==> src/hw/rtl/ffha_pkg.sv <==
package ffha_pkg;

    localparam int MAX_BLOCKS_DEF   = 64;
    localparam int HEADER_BYTES_DEF = 32;
    localparam int ADDR_BITS_DEF    = 24;

    localparam int          FIELD_BITS = 24;
    localparam int          GRAN_BYTES = 16;
    localparam logic [23:0] HEAP_RESET = 24'd65536;

    localparam logic REQ_ALLOC = 1'b0;
    localparam logic REQ_FREE  = 1'b1;

    typedef enum logic [1:0] {
        ST_OK      = 2'd0,
        ST_NOFIT   = 2'd1,
        ST_ZERO    = 2'd2,
        ST_BADFREE = 2'd3
    } t_status;

endpackage

==> src/hw/rtl/first_fit_heap_allocator_top.sv <==
// First-fit heap allocator with coalescing.
// Input channel (i_valid / o_stall) carries one request: i_req_type selects
// allocate (size in i_alloc_bytes) or free (usable offset in i_free_address).
// Output channel (o_valid / i_stall) returns one o_status per request.
// The block table lives in a single-port-read, single-port-write memory with
// a registered read port; one request is worked on at a time.
// A first-fit or address scan reads one entry per cycle; a split moves the
// tail up one entry per cycle and takes two more writes; a free with merge
// reads the next entry, then moves the tail down one entry per cycle. Scan
// position plus tail length never exceed the entry count. A zero-size
// allocate is answered straight from idle, with no table scan.
// The result stays in the output register until taken; a new request is
// accepted only once the result register is empty.
// Reset (synchronous, i_rst_n low) sets the heap to 65536 bytes and then
// writes the single free block in S_INIT. Writing i_cfg_wdata with i_cfg_we
// while idle sets the heap size and rebuilds the table the same way.
module first_fit_heap_allocator_top #(
    parameter int MAX_BLOCKS   = ffha_pkg::MAX_BLOCKS_DEF,
    parameter int HEADER_BYTES = ffha_pkg::HEADER_BYTES_DEF,
    parameter int ADDR_BITS    = ffha_pkg::ADDR_BITS_DEF
) (
    input  logic                               i_clk,
    input  logic                               i_rst_n,
    input  logic                               i_cfg_we,
    input  logic [ffha_pkg::FIELD_BITS-1:0]    i_cfg_wdata,
    input  logic                               i_valid,
    output logic                               o_stall,
    input  logic                               i_req_type,
    input  logic [ffha_pkg::FIELD_BITS-1:0]    i_alloc_bytes,
    input  logic [ffha_pkg::FIELD_BITS-1:0]    i_free_address,
    output logic                               o_valid,
    input  logic                               i_stall,
    output logic [1:0]                         o_status
);
    import ffha_pkg::*;

    localparam int AW = (MAX_BLOCKS > 1) ? $clog2(MAX_BLOCKS) : 1;
    localparam int IW = $clog2(MAX_BLOCKS + 1);
    localparam int CW = IW + 1;
    localparam int AB = ADDR_BITS;
    localparam int SW = ((AB > FIELD_BITS) ? AB : FIELD_BITS) + 2;
    localparam logic [SW-1:0] AMASK = {{(SW-AB){1'b0}}, {AB{1'b1}}};
    localparam logic [SW-1:0] HDR   = SW'(HEADER_BYTES);
    localparam logic [SW-1:0] GRAN  = SW'(GRAN_BYTES);

    typedef struct packed {
        logic [AB-1:0] start;
        logic [AB-1:0] size;
        logic          free;
    } t_entry;

    typedef enum logic [7:0] {
        S_INIT = 8'b0000_0001,
        S_IDLE = 8'b0000_0010,
        S_SCAN = 8'b0000_0100,
        S_SHU  = 8'b0000_1000,
        S_WSPL = 8'b0001_0000,
        S_WALC = 8'b0010_0000,
        S_FNXT = 8'b0100_0000,
        S_SHD  = 8'b1000_0000
    } t_state;

    t_entry mem [MAX_BLOCKS];
    t_entry r_rdata;

    t_state  r_state, n_state;
    logic [FIELD_BITS-1:0] r_heap, n_heap;
    logic [IW-1:0] r_count, n_count;
    logic [IW-1:0] r_idx, n_idx;
    logic [IW-1:0] r_j, n_j;
    logic [1:0]    r_k, n_k;
    logic          r_type, n_type;
    logic [SW-1:0] r_need, n_need;
    logic [SW-1:0] r_addr, n_addr;
    t_entry        r_blk, n_blk;
    t_entry        r_prev, n_prev;
    t_status       r_status, n_status;
    logic          r_out_valid, n_out_valid;

    logic [AW-1:0] raddr, waddr;
    logic          we;
    t_entry        wdata;

    logic          accept;
    logic [SW-1:0] total, cur_start, cur_size, nxt_size, merged;
    logic [SW-1:0] req_round;
    logic          hit, split, has_next, has_prev;
    logic [CW-1:0] d_idx;

    assign o_stall  = !(r_state == S_IDLE && !r_out_valid);
    assign accept   = i_valid && !o_stall;
    assign o_valid  = r_out_valid;
    assign o_status = r_status;

    assign total     = SW'(r_heap) & AMASK;
    assign cur_start = SW'(r_rdata.start);
    assign cur_size  = SW'(r_rdata.size);
    assign nxt_size  = SW'(r_rdata.size);
    assign req_round = (SW'(i_alloc_bytes) + (GRAN - SW'(1))) & ~(GRAN - SW'(1));

    always_ff @(posedge i_clk) begin
        if (we) begin
            mem[waddr] <= wdata;
        end
        r_rdata <= mem[raddr];
    end

    always_comb begin
        n_state     = r_state;
        n_heap      = r_heap;
        n_count     = r_count;
        n_idx       = r_idx;
        n_j         = r_j;
        n_k         = r_k;
        n_type      = r_type;
        n_need      = r_need;
        n_addr      = r_addr;
        n_blk       = r_blk;
        n_prev      = r_prev;
        n_status    = r_status;
        n_out_valid = r_out_valid;
        raddr       = '0;
        we          = 1'b0;
        waddr       = '0;
        wdata       = '0;
        hit         = 1'b0;
        split       = 1'b0;
        has_next    = 1'b0;
        has_prev    = 1'b0;
        merged      = '0;
        d_idx       = '0;

        if (r_out_valid && !i_stall) begin
            n_out_valid = 1'b0;
        end

        unique case (r_state)
            S_INIT: begin
                we          = 1'b1;
                waddr       = '0;
                wdata.start = '0;
                wdata.size  = (total > HDR) ? AB'(total - HDR) : '0;
                wdata.free  = 1'b1;
                n_count     = IW'(1);
                n_state     = S_IDLE;
            end
            S_IDLE: begin
                if (accept) begin
                    n_type = i_req_type;
                    n_need = req_round;
                    n_addr = SW'(i_free_address);
                    if (i_req_type == REQ_ALLOC && i_alloc_bytes == '0) begin
                        n_status    = ST_ZERO;
                        n_out_valid = 1'b1;
                    end else begin
                        n_idx   = '0;
                        raddr   = '0;
                        n_state = S_SCAN;
                    end
                end
            end
            S_SCAN: begin
                if (r_idx == r_count) begin
                    n_status    = (r_type == REQ_FREE) ? ST_BADFREE : ST_NOFIT;
                    n_out_valid = 1'b1;
                    n_state     = S_IDLE;
                end else begin
                    if (r_type == REQ_FREE) begin
                        hit = !r_rdata.free && (cur_start + HDR == r_addr);
                    end else begin
                        hit = r_rdata.free && (cur_size >= r_need);
                    end
                    // read ahead the next entry, unless a split must shift the tail first
                    raddr = AW'(r_idx + IW'(1));
                    if (!hit) begin
                        n_prev = r_rdata;
                        n_idx  = r_idx + IW'(1);
                    end else begin
                        n_blk = r_rdata;
                        if (r_type == REQ_FREE) begin
                            n_state = S_FNXT;
                        end else begin
                            split = (cur_size >= r_need + HDR + GRAN)
                                && (r_count < IW'(MAX_BLOCKS));
                            if (!split) begin
                                we          = 1'b1;
                                waddr       = AW'(r_idx);
                                wdata       = r_rdata;
                                wdata.free  = 1'b0;
                                n_status    = ST_OK;
                                n_out_valid = 1'b1;
                                n_state     = S_IDLE;
                            end else if (CW'(r_count) > CW'(r_idx) + CW'(1)) begin
                                n_j     = r_count;
                                raddr   = AW'(r_count - IW'(1));
                                n_state = S_SHU;
                            end else begin
                                n_state = S_WSPL;
                            end
                        end
                    end
                end
            end
            S_SHU: begin
                // move the tail up by one, last entry first
                we    = 1'b1;
                waddr = AW'(r_j);
                wdata = r_rdata;
                if (CW'(r_j) == CW'(r_idx) + CW'(2)) begin
                    n_state = S_WSPL;
                end else begin
                    n_j   = r_j - IW'(1);
                    raddr = AW'(r_j - IW'(2));
                end
            end
            S_WSPL: begin
                we          = 1'b1;
                waddr       = AW'(r_idx + IW'(1));
                wdata.start = AB'(SW'(r_blk.start) + HDR + r_need);
                wdata.size  = AB'(SW'(r_blk.size) - r_need - HDR);
                wdata.free  = 1'b1;
                n_state     = S_WALC;
            end
            S_WALC: begin
                we          = 1'b1;
                waddr       = AW'(r_idx);
                wdata.start = r_blk.start;
                wdata.size  = AB'(r_need);
                wdata.free  = 1'b0;
                n_count     = r_count + IW'(1);
                n_status    = ST_OK;
                n_out_valid = 1'b1;
                n_state     = S_IDLE;
            end
            S_FNXT: begin
                has_next = (CW'(r_idx) + CW'(1) < CW'(r_count)) && r_rdata.free;
                has_prev = (r_idx != '0) && r_prev.free;
                merged   = SW'(r_blk.size) + (has_next ? (HDR + nxt_size) : '0);
                we       = 1'b1;
                if (has_prev) begin
                    waddr       = AW'(r_idx - IW'(1));
                    wdata.start = r_prev.start;
                    wdata.size  = AB'(SW'(r_prev.size) + HDR + merged);
                    wdata.free  = 1'b1;
                    d_idx       = CW'(r_idx);
                    n_k         = has_next ? 2'd2 : 2'd1;
                end else begin
                    waddr       = AW'(r_idx);
                    wdata.start = r_blk.start;
                    wdata.size  = AB'(merged);
                    wdata.free  = 1'b1;
                    d_idx       = CW'(r_idx) + CW'(1);
                    n_k         = has_next ? 2'd1 : 2'd0;
                end
                if (n_k == 2'd0) begin
                    n_status    = ST_OK;
                    n_out_valid = 1'b1;
                    n_state     = S_IDLE;
                end else if (d_idx + CW'(n_k) < CW'(r_count)) begin
                    n_j     = IW'(d_idx);
                    raddr   = AW'(d_idx + CW'(n_k));
                    n_state = S_SHD;
                end else begin
                    n_count     = r_count - IW'(n_k);
                    n_status    = ST_OK;
                    n_out_valid = 1'b1;
                    n_state     = S_IDLE;
                end
            end
            S_SHD: begin
                // close the gap, lowest entry first
                we    = 1'b1;
                waddr = AW'(r_j);
                wdata = r_rdata;
                if (CW'(r_j) + CW'(r_k) + CW'(1) >= CW'(r_count)) begin
                    n_count     = r_count - IW'(r_k);
                    n_status    = ST_OK;
                    n_out_valid = 1'b1;
                    n_state     = S_IDLE;
                end else begin
                    n_j   = r_j + IW'(1);
                    raddr = AW'(CW'(r_j) + CW'(r_k) + CW'(1));
                end
            end
            default: begin
                n_state = S_INIT;
            end
        endcase

        if (i_cfg_we) begin
            n_heap  = i_cfg_wdata;
            n_state = S_INIT;
        end
    end

    always_ff @(posedge i_clk) begin
        if (!i_rst_n) begin
            r_state     <= S_INIT;
            r_heap      <= HEAP_RESET;
            r_count     <= IW'(1);
            r_out_valid <= 1'b0;
            r_status    <= ST_OK;
        end else begin
            r_state     <= n_state;
            r_heap      <= n_heap;
            r_count     <= n_count;
            r_out_valid <= n_out_valid;
            r_status    <= n_status;
        end
    end

    always_ff @(posedge i_clk) begin
        r_idx  <= n_idx;
        r_j    <= n_j;
        r_k    <= n_k;
        r_type <= n_type;
        r_need <= n_need;
        r_addr <= n_addr;
        r_blk  <= n_blk;
        r_prev <= n_prev;
    end

endmodule

==> config.mk <==
export PLATFORM = sky130hd
export DESIGN_NAME = first_fit_heap_allocator_top
export DESIGN_NICKNAME = d
export VERILOG_FILES = /design/src/hw/rtl/ffha_pkg.sv /design/src/hw/rtl/first_fit_heap_allocator_top.sv
export SDC_FILE = /design/constraint.sdc
export NUM_CORES = 2
export LEC_CHECK = 0
export ABC_CLOCK_PERIOD_IN_PS = 24500
export BUFFER_PORTS_ARGS = -buffer_cell sky130_fd_sc_hd__buf_2
export CORE_UTILIZATION = 30
export CTS_BUF_LIST = sky130_fd_sc_hd__clkbuf_16
export CTS_CLUSTER_SIZE = 8
export DETAILED_ROUTE_END_ITERATION = 10
export SLEW_MARGIN = 20
export SYNTH_ARGS = -nofsm -noshare
export SYNTH_HDL_FRONTEND = slang
export SYNTH_SLANG_ARGS = --single-unit
==> constraint.sdc <==
create_clock -name i_clk -period 24.5 [get_ports i_clk]
set_input_delay 2.45 -clock i_clk [delete_from_list [all_inputs] [get_ports i_clk]]
set_output_delay 2.45 -clock i_clk [all_outputs]
set_load 0.02 [all_outputs]
# Word-level counts from Yosys, hierarchy flattened
# Memory sizes are Yosys's and may differ from the RTL's. A register that Yosys moved wholly into a read port is not among the register bits.
# Cells that the tools add are included.
[totals]
ff_bits = 201
latch_bits = 0
ram_bits = 3136
rom_bits = 0
out_inout_bits = 4
memories = 1
[mem_list]
columns = ["name", "words", "word_bits", "rd", "rd_clocked_by_memory_dff", "wr", "line_no", "text"]
rows = [
  ["mem", 64, 49, 1, 1, 1, "first_fit_heap_allocator_top.sv:63", "t_entry mem [MAX_BLOCKS];"],
]
[classes]
add_sub_neg = 27
n_mul = 0
n_div = 0
magnitude_cmp = 8
eq_ne = 31
shifts = 0
mux = 93
bitwise_logic = 4
reduce_logical = 32
[ops]
columns = ["cell", "n"]
rows = [
  ["case mux 49 bit (6 select lines)", 1],
  ["2-to-1 mux 49 bit", 5],
  ["2-to-1 mux 7 bit", 17],
  ["2-to-1 mux 6 bit", 14],
  ["2-to-1 mux 8 bit", 10],
  ["adder 24 bit", 3],
  ["case mux 7 bit (4 select lines)", 2],
  ["case mux 8 bit (7 select lines)", 1],
  ["adder 24 x 6 -> 24 bit, second input constant", 2],
  ["2-to-1 mux 24 bit", 2],
  ["subtractor 24 x 6 -> 24 bit, second input constant", 2],
  ["inequality test 2 bit, second input constant", 15],
  ["case mux 6 bit (5 select lines)", 1],
  ["adder 25 x 6 -> 26 bit, second input constant", 1],
  ["adder 26 x 5 -> 26 bit, second input constant", 1],
  ["greater-or-equal comparator 24 x 26 -> 1 bit", 1],
  ["2-to-1 mux 2 bit", 13],
  ["adder 24 x 4 -> 25 bit, second input constant", 1],
  ["adder 24 x 6 -> 25 bit, second input constant", 1],
  ["== test 25 x 24 -> 1 bit", 1],
  ["greater-or-equal comparator 24 x 25 -> 1 bit", 1],
  ["adder 6 x 24 -> 24 bit, first input constant", 1],
  ["> comparator 24 x 6 -> 1 bit, second input constant", 1],
  ["logical NOT 24 bit", 1],
  ["50 further kinds", 97],
]

# Logic depth before layout (Yosys ltp)
[logic_depth]
word_depth = 11
ltp_mapped = 37
ltp_nobuf = 33

# Worst setup path before layout
# No wires, ideal clock.
[synth_timing]
kind = "register to register"
from = "register r_idx[2]"
to = "memory mem[0][23] (netlist name), data pin"
setup_ns = 0.719
t_arrival_ns = 9.029
slack_ns = 14.752
stages_incl_launch_ff = 34
path_buffers = 2
synth_period_minus_slack_ns = 9.748
path_cell_list = "edfxtp_1 ha_1 nand4_1 xor2_1 inv_1 ha_1 a21o_1 a211oi_1 nand2_1 nor2_1 inv_1 clkbuf_1 buf_1 nor2_1 ha_1 o21a_1 or2_2 and3_1 o21ai_0 a21oi_1 nor3_1 o21bai_1 a21oi_1 xnor2_1 ha_1 ha_1 and3_1 a211o_1 a31o_2 nand4_1 nand4_1 o211ai_1 xor2_1 o31ai_1"
[synth_rtl]
columns = ["item", "line_no", "text"]
rows = [
  ["from (decl)", "first_fit_heap_allocator_top.sv:69", "logic [IW-1:0] r_idx, n_idx;"],
  ["from (signal assigned)", "first_fit_heap_allocator_top.sv:313", "r_idx <= n_idx;"],
  ["to (decl)", "first_fit_heap_allocator_top.sv:63", ""],
]

# Worst setup path after layout
[layout_timing]
from = "register r_idx[2]"
to = "register cur_start[2] (netlist name)"
[layout_between]
elab_chain_cells = 11
elab_cells_between_ends = 28
cone_classes = "add/sub (4); order compare (3); eq/ne (2); mux (15); reduce/logical (4)"
[layout_rtl]
columns = ["item", "line_no", "text"]
rows = [
  ["adder 7 x 1 -> 8 bit", "first_fit_heap_allocator_top.sv:193, first_fit_heap_allocator_top.sv:236, first_fit_heap_allocator_top.sv:252", ""],
  ["less-than comparator 8 x 7 -> 1 bit", "first_fit_heap_allocator_top.sv:236", "has_next = (CW'(r_idx) + CW'(1) < CW'(r_count)) && r_rdata.free;"],
  ["logical AND 1 bit", "first_fit_heap_allocator_top.sv:236", ""],
  ["2-to-1 mux 1 bit / 2-to-1 mux 2 bit (equally long branches)", "first_fit_heap_allocator_top.sv:253, first_fit_heap_allocator_top.sv:246", ""],
  ["2-to-1 mux 2 bit", "first_fit_heap_allocator_top.sv:240", "if (has_prev) begin"],
  ["2-to-1 mux 2 bit", "first_fit_heap_allocator_top.sv:137", "unique case (r_state)"],
  ["adder 8 x 2 -> 8 bit", "first_fit_heap_allocator_top.sv:261", "raddr = AW'(d_idx + CW'(n_k));"],
  ["less-than comparator 8 x 7 -> 1 bit", "first_fit_heap_allocator_top.sv:259", "end else if (d_idx + CW'(n_k) < CW'(r_count)) begin"],
  ["2-to-1 mux 6 bit", "first_fit_heap_allocator_top.sv:259", ""],
  ["2-to-1 mux 6 bit", "first_fit_heap_allocator_top.sv:255", "if (n_k == 2'd0) begin"],
  ["case mux 6 bit (4 select lines) (*)", "first_fit_heap_allocator_top.sv:137", ""],
]
# Every way passes the cells marked *; elsewhere a longest branch is shown, timed or not. The select of a mux whose other input is x is not followed.
# A chain may end at the register's enable or synchronous reset.

==> out/metrics.yaml <==
synth:
  synth_xor_area_share_pct: 1.29
  seq_area_frac_synth_pct: 69.5
  synthAdderAreaFrac_pct: 2.12
  yosys.area_share.simple_pct: 13.0
  synthesis.area_mm2: 0.145
  async_flop_share_pct: 0
  synth_top_family_by_area: "simple AND/OR/NAND/NOR gates"
  synth_edf_count: 3295
  netlist-cell-type-count: 105
  postSynthAreaPerCell_um2: 13.4
  synth-seq-cells: 3386
  synth_cells: 10900
  synth_compound_gate_area_share_pct: 7.06
  ys_warn_count: 0
  syn_nets: 11200
  synth_mux_area_share_pct: 4.41
  synth-main-ff-cell: "edfxtp_1"
worst_setup_path:
  r2r_cells: 33
  slowest_stage: "buf_4"
  crit_top_cell: "ha_1"
  cp.arrival_ns: 13.14
  rr_endpoint: "cur_start[2]$_DFF_P_"
  cp_slowest_stage_delay_ns: 0.71
  start_kind: "register"
  endpoint_kind: "register"
  cp.required_ns: 25.35
  worst-setup-path-type: "reg -> reg"
  r2r_setup_slack_ns: 12.21
  crit_path_max_fanout: 149
  r2r-start: "r_idx[2]$_SDFFCE_PN0P_"
floorplanning:
  die_h_um: 697
  die_x_um: 697
  num_rows: 254
  start_util_pct: 30.2
  coreArea_mm2: 0.480
  ios: 82
  die_area_mm2: 0.486
worst_hold_path:
  hp-class: "reg -> reg"
  min_from: "o_status[0]$_SDFFE_PN0P_"
  hold_depth: 2
  holdPathEnd: "o_status[0]$_SDFFE_PN0P_"
clocking:
  ctsResizeCount: 0
  cts_inserted_buffers: 464
  clk_pin_slew_ns: 0.07
  tritoncts: "yes"
  cts_max_level: 5
  clock_latency_ns: 0.99
  cts_hold_buf: 0
  clockBufferDepth: 4
  root_buffer: "clkbuf_16"
  cts_sinks: 3386
  post_cts_buffers: 0
layout:
  syn2layout_area_growth_pct: 15.1
  layout-drive-gt1-share_pct: 9.72
  nNetsFinal: 11300
  stdcell_count: 17700
  fill_cells: 46200
sta:
  period_share_pct: 50.2
  worst_pin_slew_ns: 1.20
  slew_headroom_pct: 19.7
  max_freq_ghz: 0.0814
  rsz0062_at_grt: "no"
  period_needed_ns: 12.29
  fin_skew_ns: 0.0646
  hold_viol: 0
  finalMaxSlewViolations: 0
  setup_viol_count_final: 0
  tns_ns: 0
routing:
  routed_wirelength_um: 470000
  vias_per_cell: 5.42
  drtIter0Drc: 12800
  first_pass_iters: 9
  via_count: 96100
  drc: 0
  ant_nets: 0
  wl_per_cell_um: 26.5
placed_design:
  dp_hpwl_um: 265000
  gp_congestion: 0.879
  portBuffers: 81
  dp_cells: 16900
grt:
  grt_pass1_vias: 90800
  grt_pass1_wl_um: 666000
  grt_max_degree: 162
  grt-ovfl-total: 0
  antenna_found_initial: 18
  track_usage_pct: 18.6
pwr:
  vdd_drop_max_v: 0.0000628
  p_leak_uw: 0.0596
  powerDensity_mw_per_mm2: 75.4
outcome:
  status: "finished, final reports clean"
run:
  maxCapViolCount: 0
layout by cell type (no fill, tap or decap), drive strengths merged, types with 35 or more instances in the layout:
master	n
o22ai	67
clkbuf	472
a32oi	120
or3	35
nor2	239
o21ai	102
ha	234
dfxtp	91
nand3	983
nor2b	51
nand4	186
a22oi	85
mux2i	567
nor4	49
xnor2	121
edfxtp	3295
and2	40
and3	264
inv	431
a31oi	146
buf	360
nor3	74
nand2	2042
mux2	64
a21oi	340
xor2	93
a211oi	246
power breakdown:
group / switching, uW / internal (uW)
clock: 2410 / 3420
combinational: 234 / 82.9
sequential: 31.7 / 6400
layer usage:
| metal | routed length, um | global-route usage, % | vias up |
|---|---|---|---|
| met5 | 29 | 0 | - |
| met1 | 198000 | 26.4 | 48700 |
| met3 | 45100 | 2.96 | 836 |
| met4 | 18000 | 6.98 | 4 |
| met2 | 209000 | 28.4 | 4959 |
| li1 | - | - | 41600 |
critical path, delay by kind of cell, from the launching register on:
family,cells,cell delay [ns]
buffers and inverters,7,3.03
AOI/OAI and AO/OA,11,2.81
and+or+nand+nor,9,2.73
adders and majority gates,4,1.49
xor gates and xnor gates,2,0.80
DFF,1,0.68
cells in the mapped netlist (all sizes together) (11+ instances only):
| library cell | count | area [um^2] |
|---|---|---|
| a222oi | 27 | 270 |
| o211ai | 25 | 198 |
| a22o | 13 | 114 |
| nor2 | 239 | 905 |
| a22oi | 85 | 652 |
| o221ai | 11 | 96.3 |
| or4 | 22 | 169 |
| o21a | 22 | 165 |
| o21bai | 12 | 90.1 |
| xor2 | 93 | 815 |
| o31ai | 11 | 82.6 |
| xnor2 | 121 | 1060 |
| a211oi | 246 | 1850 |
| nand2b | 27 | 169 |
| a21o | 33 | 249 |
| and2 | 40 | 250 |
| and3 | 264 | 1650 |
| or3 | 35 | 219 |
| or3b | 23 | 201 |
| o22ai | 67 | 419 |
| a2111oi | 27 | 287 |
| buf | 346 | 1920 |
| nor3 | 74 | 380 |
| nand2 | 2042 | 7680 |
| a211o | 23 | 201 |
| a32oi | 120 | 1050 |
| nand3 | 983 | 4920 |
| a311o | 24 | 240 |
| edfxtp | 3295 | 98900 |
| a31oi | 146 | 913 |
| mux2i | 567 | 5680 |
| a41oi | 32 | 280 |
| a21boi | 16 | 120 |
| clkbuf | 318 | 1190 |
| a21oi | 340 | 1710 |
| nor4 | 49 | 313 |
| a221o | 18 | 180 |
| inv | 162 | 608 |
| dfxtp | 91 | 1820 |
| nand4 | 186 | 1200 |
| nor2b | 51 | 319 |
| o21ai | 102 | 510 |
| mux2 | 64 | 721 |
| ha | 234 | 2930 |
registers in the layout (all words and copies together), names as in the netlist, 2 cells and up:
name       flops
cur_size      24
cur_start     24
mem         3136
o_status       2
r_addr        24
r_blk         48
r_count        7
r_heap        24
r_idx          7
r_j            7
r_k            2
r_need        21
r_prev        49
r_state        8
final cells by class:
| cell class | count | area (um^2) | share of cell area (%) |
|---|---|---|---|
| multi-input combinational | 6638 | 41500 | 24.9 |
| inverter | 163 | 612 | 0.367 |
| clock buffer | 472 | 11800 | 7.08 |
| antenna | 21 | 52.6 | 0.0315 |
| sequential | 3386 | 101000 | 60.4 |
| tap | 6400 | 8010 | 4.80 |
| timing repair buffer | 360 | 2730 | 1.63 |
| clock inverter | 285 | 1340 | 0.802 |
worst max path at each step:
stage                                 to  cells past startpoint                   start  slack, ns
floorplan           mem[0][23]$_DFFE_PP_                     33  r_idx[2]$_SDFFCE_PN0P_      14.75
global placement    cur_start[2]$_DFF_P_                     33  r_idx[2]$_SDFFCE_PN0P_      12.62
detailed placement  cur_start[2]$_DFF_P_                     33  r_idx[2]$_SDFFCE_PN0P_      12.54
CTS                 cur_start[2]$_DFF_P_                     33  r_idx[2]$_SDFFCE_PN0P_      12.52
global route        cur_start[2]$_DFF_P_                     33  r_idx[2]$_SDFFCE_PN0P_      11.50
finish              cur_start[2]$_DFF_P_                     33  r_idx[2]$_SDFFCE_PN0P_      12.21
cells by family after synthesis:
family                     after synthesis
and+or+nand+nor                       4095
buffers and inverters                  827
xor gates and xnor gates               214
DFF                                   3386
AOI/OAI and AO/OA                     1457
muxes                                  631
adders and majority gates              241
per-stage QoR:
stage | hold slack (ns) | setup slack [ns] | utilization (%) | total power, uW | instance area, um^2
3_5_place_dp | 0.500 | 12.54 | 32.0 | 6860 | 154000
5_1_grt | 0.544 | 11.50 | 34.8 | 12900 | 167000
2_1_floorplan | 0.420 | 14.75 | - | 6700 | 145000
3_3_place_gp | 0.501 | 12.62 | 32.0 | 6860 | 154000
4_1_cts | 0.508 | 12.52 | 34.8 | 12600 | 167000
6_report | 0.498 | 12.21 | 34.8 | 12600 | 167000
Note: power is estimated with default switching activity, not from simulation.
